$ cat config.mk
export PLATFORM = sky130hd
export DESIGN_NAME = sha1_digest_top
export DESIGN_NICKNAME = d
export VERILOG_FILES = /design/src/hw/rtl/sha1d_pkg.sv /design/src/hw/rtl/sha1_digest_top.sv
export SDC_FILE = /design/constraint.sdc
export NUM_CORES = 2
export LEC_CHECK = 0
export ABC_AREA = 0
export BUFFER_PORTS_ARGS = -buffer_cell sky130_fd_sc_hd__buf_2
export CORE_UTILIZATION = 50
export CTS_CLUSTER_SIZE = 24
export DETAILED_ROUTE_END_ITERATION = 7
export PLACE_DENSITY = 0.65
export SYNTH_ARGS = -nofsm -noshare
export SYNTH_HDL_FRONTEND = slang
export SYNTH_SLANG_ARGS = --single-unit
$ cat constraint.sdc
create_clock -name clk -period 37.2 [get_ports clk]
set_input_delay 11.16 -clock clk [delete_from_list [all_inputs] [get_ports clk]]
set_output_delay 11.16 -clock clk [all_outputs]
set_load 0.03 [all_outputs]
$ cat src/hw/rtl/sha1d_pkg.sv
package sha1d_pkg;

	typedef enum logic [2:0] {
		S_IDLE,
		S_PAD,
		S_ROUND,
		S_ADD,
		S_OUT
	} sha1d_state_t;

	localparam int unsigned WORD_W    = 32;
	localparam int unsigned BYTE_W    = 8;
	localparam int unsigned BLOCK_W   = 512;
	localparam int unsigned COUNT_W   = 61;
	localparam int unsigned POS_W     = 6;
	localparam int unsigned ROUND_W   = 7;
	localparam int unsigned NUM_CHAIN = 5;

	localparam logic [POS_W-1:0]   BLK_LAST   = 6'd63;
	localparam logic [ROUND_W-1:0] ROUND_LAST = 7'd79;
	localparam logic [ROUND_W-1:0] ROUND_20   = 7'd20;
	localparam logic [ROUND_W-1:0] ROUND_40   = 7'd40;
	localparam logic [ROUND_W-1:0] ROUND_60   = 7'd60;

	localparam logic [BYTE_W-1:0] PAD_BYTE = 8'h80;

	localparam logic [WORD_W-1:0] INIT_CHAIN [NUM_CHAIN] = '{
		32'h67452301, 32'hEFCDAB89, 32'h98BADCFE, 32'h10325476, 32'hC3D2E1F0
	};

	localparam logic [WORD_W-1:0] K_0 = 32'h5A827999;
	localparam logic [WORD_W-1:0] K_1 = 32'h6ED9EBA1;
	localparam logic [WORD_W-1:0] K_2 = 32'h8F1BBCDC;
	localparam logic [WORD_W-1:0] K_3 = 32'hCA62C1D6;

endpackage

$ cat src/hw/rtl/sha1_digest_top.sv
// Channel | Signals                                   | Direction
// input   | in_valid, in_stall, byte_value/valid, last | byte stream into the block
// output  | out_valid, out_stall, digest_word0..4      | one digest per message
//
// While idle, the block takes a data byte or an idle transaction. Each 64th byte of the block
// starts the compression: 80 rounds on one shared round adder, then a step that folds
// the result into the chaining words by adding the five working variables.
// A transaction with last also shifts in the pad bytes one per cycle (up to 72 over
// two blocks) with one or two compressions, then holds the digest until it is taken.
// The input is stalled for all of that time. Reset loads the initial chaining words
// and clears the byte count; the block, working-variable and digest registers need no reset.
module sha1_digest_top (
	input  logic        clk,
	input  logic        arst_n,
	input  logic        in_valid,
	output logic        in_stall,
	input  logic [7:0]  byte_value,
	input  logic        byte_valid,
	input  logic        last,
	output logic        out_valid,
	input  logic        out_stall,
	output logic [31:0] digest_word0,
	output logic [31:0] digest_word1,
	output logic [31:0] digest_word2,
	output logic [31:0] digest_word3,
	output logic [31:0] digest_word4
);
	import sha1d_pkg::*;

	sha1d_state_t state_q, state_d;

	// The message block is a 512-bit shift line. Bytes enter at the low end; during the
	// rounds it shifts by a word, so the top word is always the current schedule word.
	logic [BLOCK_W-1:0] blk_q;
	logic [WORD_W-1:0]  chain_q [NUM_CHAIN];
	logic [WORD_W-1:0]  vars_q  [NUM_CHAIN];
	logic [WORD_W-1:0]  dig_q   [NUM_CHAIN];
	logic [COUNT_W-1:0] cnt_q;
	logic [POS_W-1:0]   pos_q;
	logic [ROUND_W-1:0] round_q;
	logic               pad_pend_q;
	logic               pad_first_q;
	logic               len_ok_q;
	logic               done_q;

	logic               accept;
	logic               shift_byte;
	logic [BYTE_W-1:0]  byte_in;
	logic [BYTE_W-1:0]  pad_byte;
	logic [63:0]        len_bits;
	logic [63:0]        len_sh;
	logic [WORD_W-1:0]  w0, w2, w8, w13, w_mix, w_new;
	logic [WORD_W-1:0]  f_val, k_val, t_val;

	assign accept = in_valid && !in_stall;

	// Length field: bit count, sent most significant byte first at positions 56..63.
	assign len_bits = {cnt_q, 3'b000};
	assign len_sh   = len_bits << {pos_q[2:0], 3'b000};

	always_comb begin
		priority if (pad_first_q) begin
			pad_byte = PAD_BYTE;
		end else if (len_ok_q && (pos_q[5:3] == 3'b111)) begin
			pad_byte = len_sh[63:56];
		end else begin
			pad_byte = '0;
		end
	end

	assign shift_byte = (accept && byte_valid) || (state_q == S_PAD);
	assign byte_in    = (state_q == S_PAD) ? pad_byte : byte_value;

	// Schedule taps and the rolled word W[t+16].
	assign w0    = blk_q[BLOCK_W-1 -: WORD_W];
	assign w2    = blk_q[BLOCK_W-1-2*WORD_W -: WORD_W];
	assign w8    = blk_q[BLOCK_W-1-8*WORD_W -: WORD_W];
	assign w13   = blk_q[BLOCK_W-1-13*WORD_W -: WORD_W];
	assign w_mix = w13 ^ w8 ^ w2 ^ w0;
	assign w_new = {w_mix[WORD_W-2:0], w_mix[WORD_W-1]};

	// Round function and constant by round group.
	always_comb begin
		priority if (round_q < ROUND_20) begin
			f_val = (vars_q[1] & vars_q[2]) | (~vars_q[1] & vars_q[3]);
			k_val = K_0;
		end else if (round_q < ROUND_40) begin
			f_val = vars_q[1] ^ vars_q[2] ^ vars_q[3];
			k_val = K_1;
		end else if (round_q < ROUND_60) begin
			f_val = (vars_q[1] & vars_q[2]) | (vars_q[1] & vars_q[3])
				| (vars_q[2] & vars_q[3]);
			k_val = K_2;
		end else begin
			f_val = vars_q[1] ^ vars_q[2] ^ vars_q[3];
			k_val = K_3;
		end
	end

	assign t_val = {vars_q[0][WORD_W-6:0], vars_q[0][WORD_W-1 -: 5]}
		+ f_val + vars_q[4] + k_val + w0;

	// Next state.
	always_comb begin
		state_d = state_q;
		unique case (state_q)
			S_IDLE: begin
				if (in_valid) begin
					if (byte_valid && (pos_q == BLK_LAST)) begin
						state_d = S_ROUND;
					end else if (last) begin
						state_d = S_PAD;
					end
				end
			end
			S_PAD: begin
				if (pos_q == BLK_LAST) begin
					state_d = S_ROUND;
				end
			end
			S_ROUND: begin
				if (round_q == ROUND_LAST) begin
					state_d = S_ADD;
				end
			end
			S_ADD: begin
				if (done_q) begin
					state_d = S_OUT;
				end else if (pad_pend_q) begin
					state_d = S_PAD;
				end else begin
					state_d = S_IDLE;
				end
			end
			S_OUT: begin
				if (!out_stall) begin
					state_d = S_IDLE;
				end
			end
			default: state_d = S_IDLE;
		endcase
	end

	// Handshake outputs.
	always_comb begin
		in_stall  = 1'b1;
		out_valid = 1'b0;
		unique case (state_q)
			S_IDLE:  in_stall  = 1'b0;
			S_OUT:   out_valid = 1'b1;
			default: in_stall  = 1'b1;
		endcase
	end

	always_ff @(posedge clk or negedge arst_n) begin
		if (!arst_n) begin
			state_q     <= S_IDLE;
			cnt_q       <= '0;
			pos_q       <= '0;
			round_q     <= '0;
			pad_pend_q  <= 1'b0;
			pad_first_q <= 1'b0;
			len_ok_q    <= 1'b0;
			done_q      <= 1'b0;
			chain_q     <= INIT_CHAIN;
		end else begin
			state_q <= state_d;
			if (accept) begin
				pad_pend_q  <= last;
				pad_first_q <= last;
				len_ok_q    <= 1'b0;
				done_q      <= 1'b0;
				if (byte_valid) begin
					cnt_q <= cnt_q + COUNT_W'(1);
				end
			end
			if (shift_byte) begin
				pos_q <= pos_q + POS_W'(1);
			end
			if (state_q == S_PAD) begin
				if (pad_first_q) begin
					pad_first_q <= 1'b0;
					// The length fits after the pad byte only if it lands before byte 56.
					len_ok_q    <= (pos_q[5:3] != 3'b111);
				end else if (len_ok_q && (pos_q == BLK_LAST)) begin
					done_q <= 1'b1;
				end
			end
			if (state_q == S_ROUND) begin
				round_q <= (round_q == ROUND_LAST) ? '0 : round_q + ROUND_W'(1);
			end
			if (state_q == S_ADD) begin
				if (done_q) begin
					chain_q    <= INIT_CHAIN;
					cnt_q      <= '0;
					pad_pend_q <= 1'b0;
				end else begin
					for (int i = 0; i < NUM_CHAIN; i++) begin
						chain_q[i] <= chain_q[i] + vars_q[i];
					end
					if (pad_pend_q) begin
						len_ok_q <= 1'b1;
					end
				end
			end
		end
	end

	// Datapath registers without reset.
	always_ff @(posedge clk) begin
		if (shift_byte) begin
			blk_q <= {blk_q[BLOCK_W-BYTE_W-1:0], byte_in};
			if (pos_q == BLK_LAST) begin
				vars_q <= chain_q;
			end
		end else if (state_q == S_ROUND) begin
			blk_q     <= {blk_q[BLOCK_W-WORD_W-1:0], w_new};
			vars_q[4] <= vars_q[3];
			vars_q[3] <= vars_q[2];
			vars_q[2] <= {vars_q[1][1:0], vars_q[1][WORD_W-1:2]};
			vars_q[1] <= vars_q[0];
			vars_q[0] <= t_val;
		end
		if ((state_q == S_ADD) && done_q) begin
			for (int i = 0; i < NUM_CHAIN; i++) begin
				dig_q[i] <= chain_q[i] + vars_q[i];
			end
		end
	end

	assign digest_word0 = dig_q[0];
	assign digest_word1 = dig_q[1];
	assign digest_word2 = dig_q[2];
	assign digest_word3 = dig_q[3];
	assign digest_word4 = dig_q[4];

endmodule
# ---- Word level (Yosys, flattened, before mapping)
# Memories as Yosys holds them, arrays and structs flattened.
# Cells that the tools add are included.
dict set report word_totals {
  regBits 913
  ram_bits 160
  inputBits 14
  out_inout_bits 162
  word_cells 123
  mem_count 1
}
# name depth width read_ports rd_ports_with_merged_regs write_ports line_no
set memory_table {}
lappend memory_table {dig_q 5 32 5 0 5 sha1_digest_top.sv:37} ;# logic [WORD_W-1:0] dig_q [NUM_CHAIN];
dict set report op_classes {
  n_addsub 12
  magnitude_cmp 3
  n_eq_ne 14
  shifts 1
  muxes 49
  n_bitwise 13
  n_reduce_logical 11
}
# op n
set op_table {}
lappend op_table {{$mux 512} 2}
lappend op_table {{$mux 160} 4}
lappend op_table {{$add 32x32->32} 9}
lappend op_table {{$mux 61} 4}
lappend op_table {{$mux 32} 5}
lappend op_table {{$xor 32x32->32} 5}
lappend op_table {{$and 32x32->32} 4}
lappend op_table {{$or 32x32->32} 3}
lappend op_table {{$shl 64x6->64} 1}
lappend op_table {{$add 61x1->61 const B} 1}
lappend op_table {{$not 32->32} 1}
lappend op_table {{$mux 31} 1}
lappend op_table {{$mux 8} 3}
lappend op_table {{$mux 1} 21}
lappend op_table {{$mux 3} 7}
lappend op_table {{$pmux 3 s5} 1}
lappend op_table {{$lt 7x6->1 const B} 2}
lappend op_table {{$add 7x1->7 const B} 1}
lappend op_table {{$eq 7x7->1 const B} 1}
lappend op_table {{$lt 7x5->1 const B} 1}
lappend op_table {{$mux 7} 1}
lappend op_table {{$add 6x1->6 const B} 1}
lappend op_table {{$eq 3x2->1 const B} 2}
lappend op_table {{$eq 3x3->1 const B} 2}
lappend op_table {{other kinds (12)} 20}

# ---- Depth between registers and ports, before layout
dict set report logic_depth {
  word_depth 12
  depth_mapped 24
  mapped_depth_nobuf 22
}

# ---- Worst setup path before layout
# OpenSTA, ideal clock, no wires.
dict set report synth_path {
  kind {input -> register}
  start {input port in_valid}
  end {register blk_q[0] (enable)}
  setup_ns 3.672
  arrival_ns 20.564
  required_ns 33.528
  path_slack_ns 12.964
  cell_stages 6
  n_path_buf 3
  path_cell_list {a21oi_1 -> nand2b_1 -> clkbuf_1 -> clkbuf_1 -> clkbuf_1 -> nand2_1}
}
dict set report synth_via {
  elab_chain_cells 4
}
# item line_no
set synth_rtl {}
lappend synth_rtl {{start, declared} sha1_digest_top.sv:15} ;# input logic in_valid,
lappend synth_rtl {{$logic_and 1x1->1} sha1_digest_top.sv:55} ;# assign accept = in_valid && !in_stall;
lappend synth_rtl {{$logic_and 1x1->1} sha1_digest_top.sv:71} ;# assign shift_byte = (accept && byte_valid) || (state_q == S_PAD);
lappend synth_rtl {{$logic_or 1x1->1} sha1_digest_top.sv:71}
lappend synth_rtl {{$reduce_bool 2->1 (no line)} -}
lappend synth_rtl {{end signal, assigned} sha1_digest_top.sv:212} ;# blk_q <= {blk_q[BLOCK_W-BYTE_W-1:0], byte_in};
lappend synth_rtl {{end signal, assigned} sha1_digest_top.sv:217} ;# blk_q <= {blk_q[BLOCK_W-WORD_W-1:0], w_new};
lappend synth_rtl {{end, declared} sha1_digest_top.sv:34} ;# logic [BLOCK_W-1:0] blk_q;
# No other way between the ends.
# A chain may end at the register's enable or synchronous reset.

# ---- Worst setup path in the final report
dict set report layout_path {
  start {input port in_valid}
  end {register blk_q[61] (enable)}
}
# The elaborated chain is that of the path after synthesis.

==> flow_summary.ini <==
[worst_setup_path]
rr_worst_depth = 25
worstPathArrival_ps = 14900
cp_max_fo = 82
worst-setup-path-type = in -> reg
path_cells = buf_2, a21oi_1, nand2b_4, nand2_4, buf_4, buf_4
critPathMaxStageDelay_ps = 970
start_kind = input port
cp-end-kind = flop
crit_slowest_cell = nand2_4
critPathRequiredTime_ps = 37530
cp_common_cell = buf_4

[timing]
hold_viol_final = 0
finalSetupTns_ps = 0
slew_viol_final = 0
worst_pin_slew_ps = 1310
hold_ws_ps = 468
relSlewSlack_pct = 12.2
rsz0062_at_grt = no
setup_slack_ps = 22620
fin_crit_ps = 14580
clock.fmax_mhz = 68.6
fin_crit_sh_pct = 39.2
setup_viol = 0
skew_ps = 25.8

[yosys]
synthArstFlopShare_pct = 22.5
syn_area_um2 = 56900
synth_ff_type = edfxtp_1
synth-seq-area-share_pct = 54.7
synth_nets = 5831
yosysUniqueCellTypes = 87
yosys_warnings = 0
syn_avg_cell_area_um2 = 10.3
synth_top_area_share_pct = 43.9
synth_area_leaders = edfxtp_1, nand2_1, dfrtp_1, fa_1, ha_1
synth.largest_area_cell = edfxtp_1
synth_seq_cells = 1073
syn_inst = 5496
synth_edf_count = 832

[power_and_ir_drop]
power_mw = 5.41
leakagePower_nw = 27.8
peakVddDrop_uv = 61.5
power_density_nw_per_um2 = 86.1

[clock_network]
cts.clk_slew.worst_paths_ps = 60
cts-resized-gates = 0
clk_latency_ps = 710
cts_root_buf = clkbuf_16
cts_setup_buffers = 0
clock_path_buffers = 3
hold_buffers = 0
clock-sinks = 1073
h-tree-depth = 3
cts_tree = done
cts_made_buffers = 112

[detailed_routing]
vias = 40000
routedWlPerCell_um = 20.5
antenna_left = 0
first_pass_iters = 5
routed_via_density = 5.56
route.final.wire_length_um = 148000
drtIter0Drc = 4065
route.detailed.drc = 0

[layout]
post-route-cell-area_um2 = 62800
antenna_cells = 0
synthToLayoutAreaGrowth_pct = 10.4
post-route-util_pct = 55.7
stdcell_count = 7193
multiInputGateArea_um2 = 24100
drive_gt1_share_pct = 9.42
design.final.nets = 5937
seqCellArea_um2 = 31100
nFillCells = 9928

[status]
outcome = finished clean

[die]
core_area_um2 = 113000
dieArea_um2 = 115000
initial_core_util_pct = 50.5
placementRows = 123
die_height_um = 339
die_w_um = 339
pin_count = 176

[place]
postPlaceCellArea_um2 = 59200
dp_slack_ps = 21880
io_buffers = 175
gp_congestion = 0.955
dp_hpwl_um = 103000
dp_cells = 6988

[job]
max_cap_violations = 0

[global_routing]
antenna_found_initial = 7
grt_pass1_wl_um = 227000
grt_usage_pct = 25.5
first_global_vias = 38500
grt_start_max_net_pins = 241
overflow = 0

[hold_path]
hp-class = reg -> reg
whs_path_depth = 2
[Yosys cell counts (16+ instances only)]
| master | instances |
|---|---|
| nor2b_1 | 31 |
| a31oi_1 | 19 |
| mux2i_1 | 26 |
| dfstp_2 | 80 |
| and3_1 | 33 |
| nor2_1 | 195 |
| o22ai_1 | 16 |
| edfxtp_1 | 832 |
| xnor2_1 | 225 |
| a21oi_1 | 178 |
| clkbuf_1 | 214 |
| a21o_1 | 98 |
| o21bai_1 | 27 |
| o211ai_1 | 16 |
| dfrtp_1 | 161 |
| nand2_1 | 1958 |
| ha_1 | 196 |
| and2_1 | 18 |
| nand4_1 | 27 |
| inv_1 | 225 |
| nand3_1 | 57 |
| a22o_1 | 67 |
| a221o_1 | 20 |
| o21ai_0 | 185 |
| o21a_1 | 33 |
| xor2_1 | 109 |
| fa_1 | 125 |
| nand2b_1 | 31 |
| nor3_1 | 23 |
| o22a_1 | 65 |
[where the power goes]
group	internal (mW)	switching, mW	leakage (nW)	total, mW
logic	0.824	1.30	14.6	2.12
clock network	0.624	0.489	1.76	1.11
registers	1.89	0.285	11.4	2.17
[final cells by class]
type                            instances  share of cell area (%)
Tap cell                             1500                    2.99
Clock inverter                         66                    1.01
Clock buffer                          139                    4.72
Inverter                              226                    1.35
Sequential cell                      1073                    49.6
Multi-Input combinational cell       3972                    38.4
Timing Repair Buffer                  217                    1.97
[cell families after synthesis]
| group | synth area share [%] |
|---|---|
| and+or+nand+nor | 17.2 |
| DFF | 54.7 |
| AOI/OAI and AO/OA | 9.97 |
| buffers and inverters | 2.99 |
| xor gates and xnor gates | 5.17 |
| adders and majority gates | 8.71 |
| muxes | 1.27 |
[cells in the final DEF, fill, tap and decap left out, drive strengths merged, types with 19 or more instances in the layout]
master / instances
mux2i: 26
fa: 125
ha: 196
o22a: 65
o21bai: 27
xor2: 109
nor2: 196
nand2: 1958
xnor2: 226
nand3: 58
a21o: 101
dfstp: 80
clkbuf: 139
dfrtp: 161
nand2b: 31
a21oi: 181
o21ai: 191
a22o: 67
buf: 217
nor2b: 31
edfxtp: 832
a221o: 21
o21a: 33
inv: 232
a31oi: 19
nor3: 26
nand4: 28
clkinv: 47
and3: 33
[sequential cells by signal, summed over array words and instances (netlist names), 3 cells and up]
signal,flops
round_q,7
pos_q,6
cnt_q,61
chain_q,160
state_q,3
vars_q,160
blk_q,512
dig_q,160
[per-layer routing]
| metal | wire, µm | up-vias | global-route usage, % |
|---|---|---|---|
| met2 | 69900 | 1171 | 41.5 |
| met4 | 7220 | 2 | 11.3 |
| li1 | - | 19000 | - |
| met3 | 8170 | 295 | 3.38 |
| met5 | 13 | - | 0 |
| met1 | 62200 | 19500 | 34.3 |
[path summary, 6_finish.rpt]
path / end / from / slack, ps
max reg2reg: vars_q[155] / round_q[4] / 30640
max in group asynchronous: cnt_q[35] / arst_n / 25250
min reg2reg: chain_q[128] / chain_q[128] / 470
min in group asynchronous: chain_q[47] / arst_n / 10410
max: blk_q[61] / in_valid / 22620
min: chain_q[128] / chain_q[128] / 470
[critical path: cells and delay by family]
family                 cells  cell delay [ps]
buffers and inverters      3             1890
AND/OR/NAND/NOR            2             1500
AO/OA/AOI/OAI              1              120
Power figures use the tool's default switching activity.
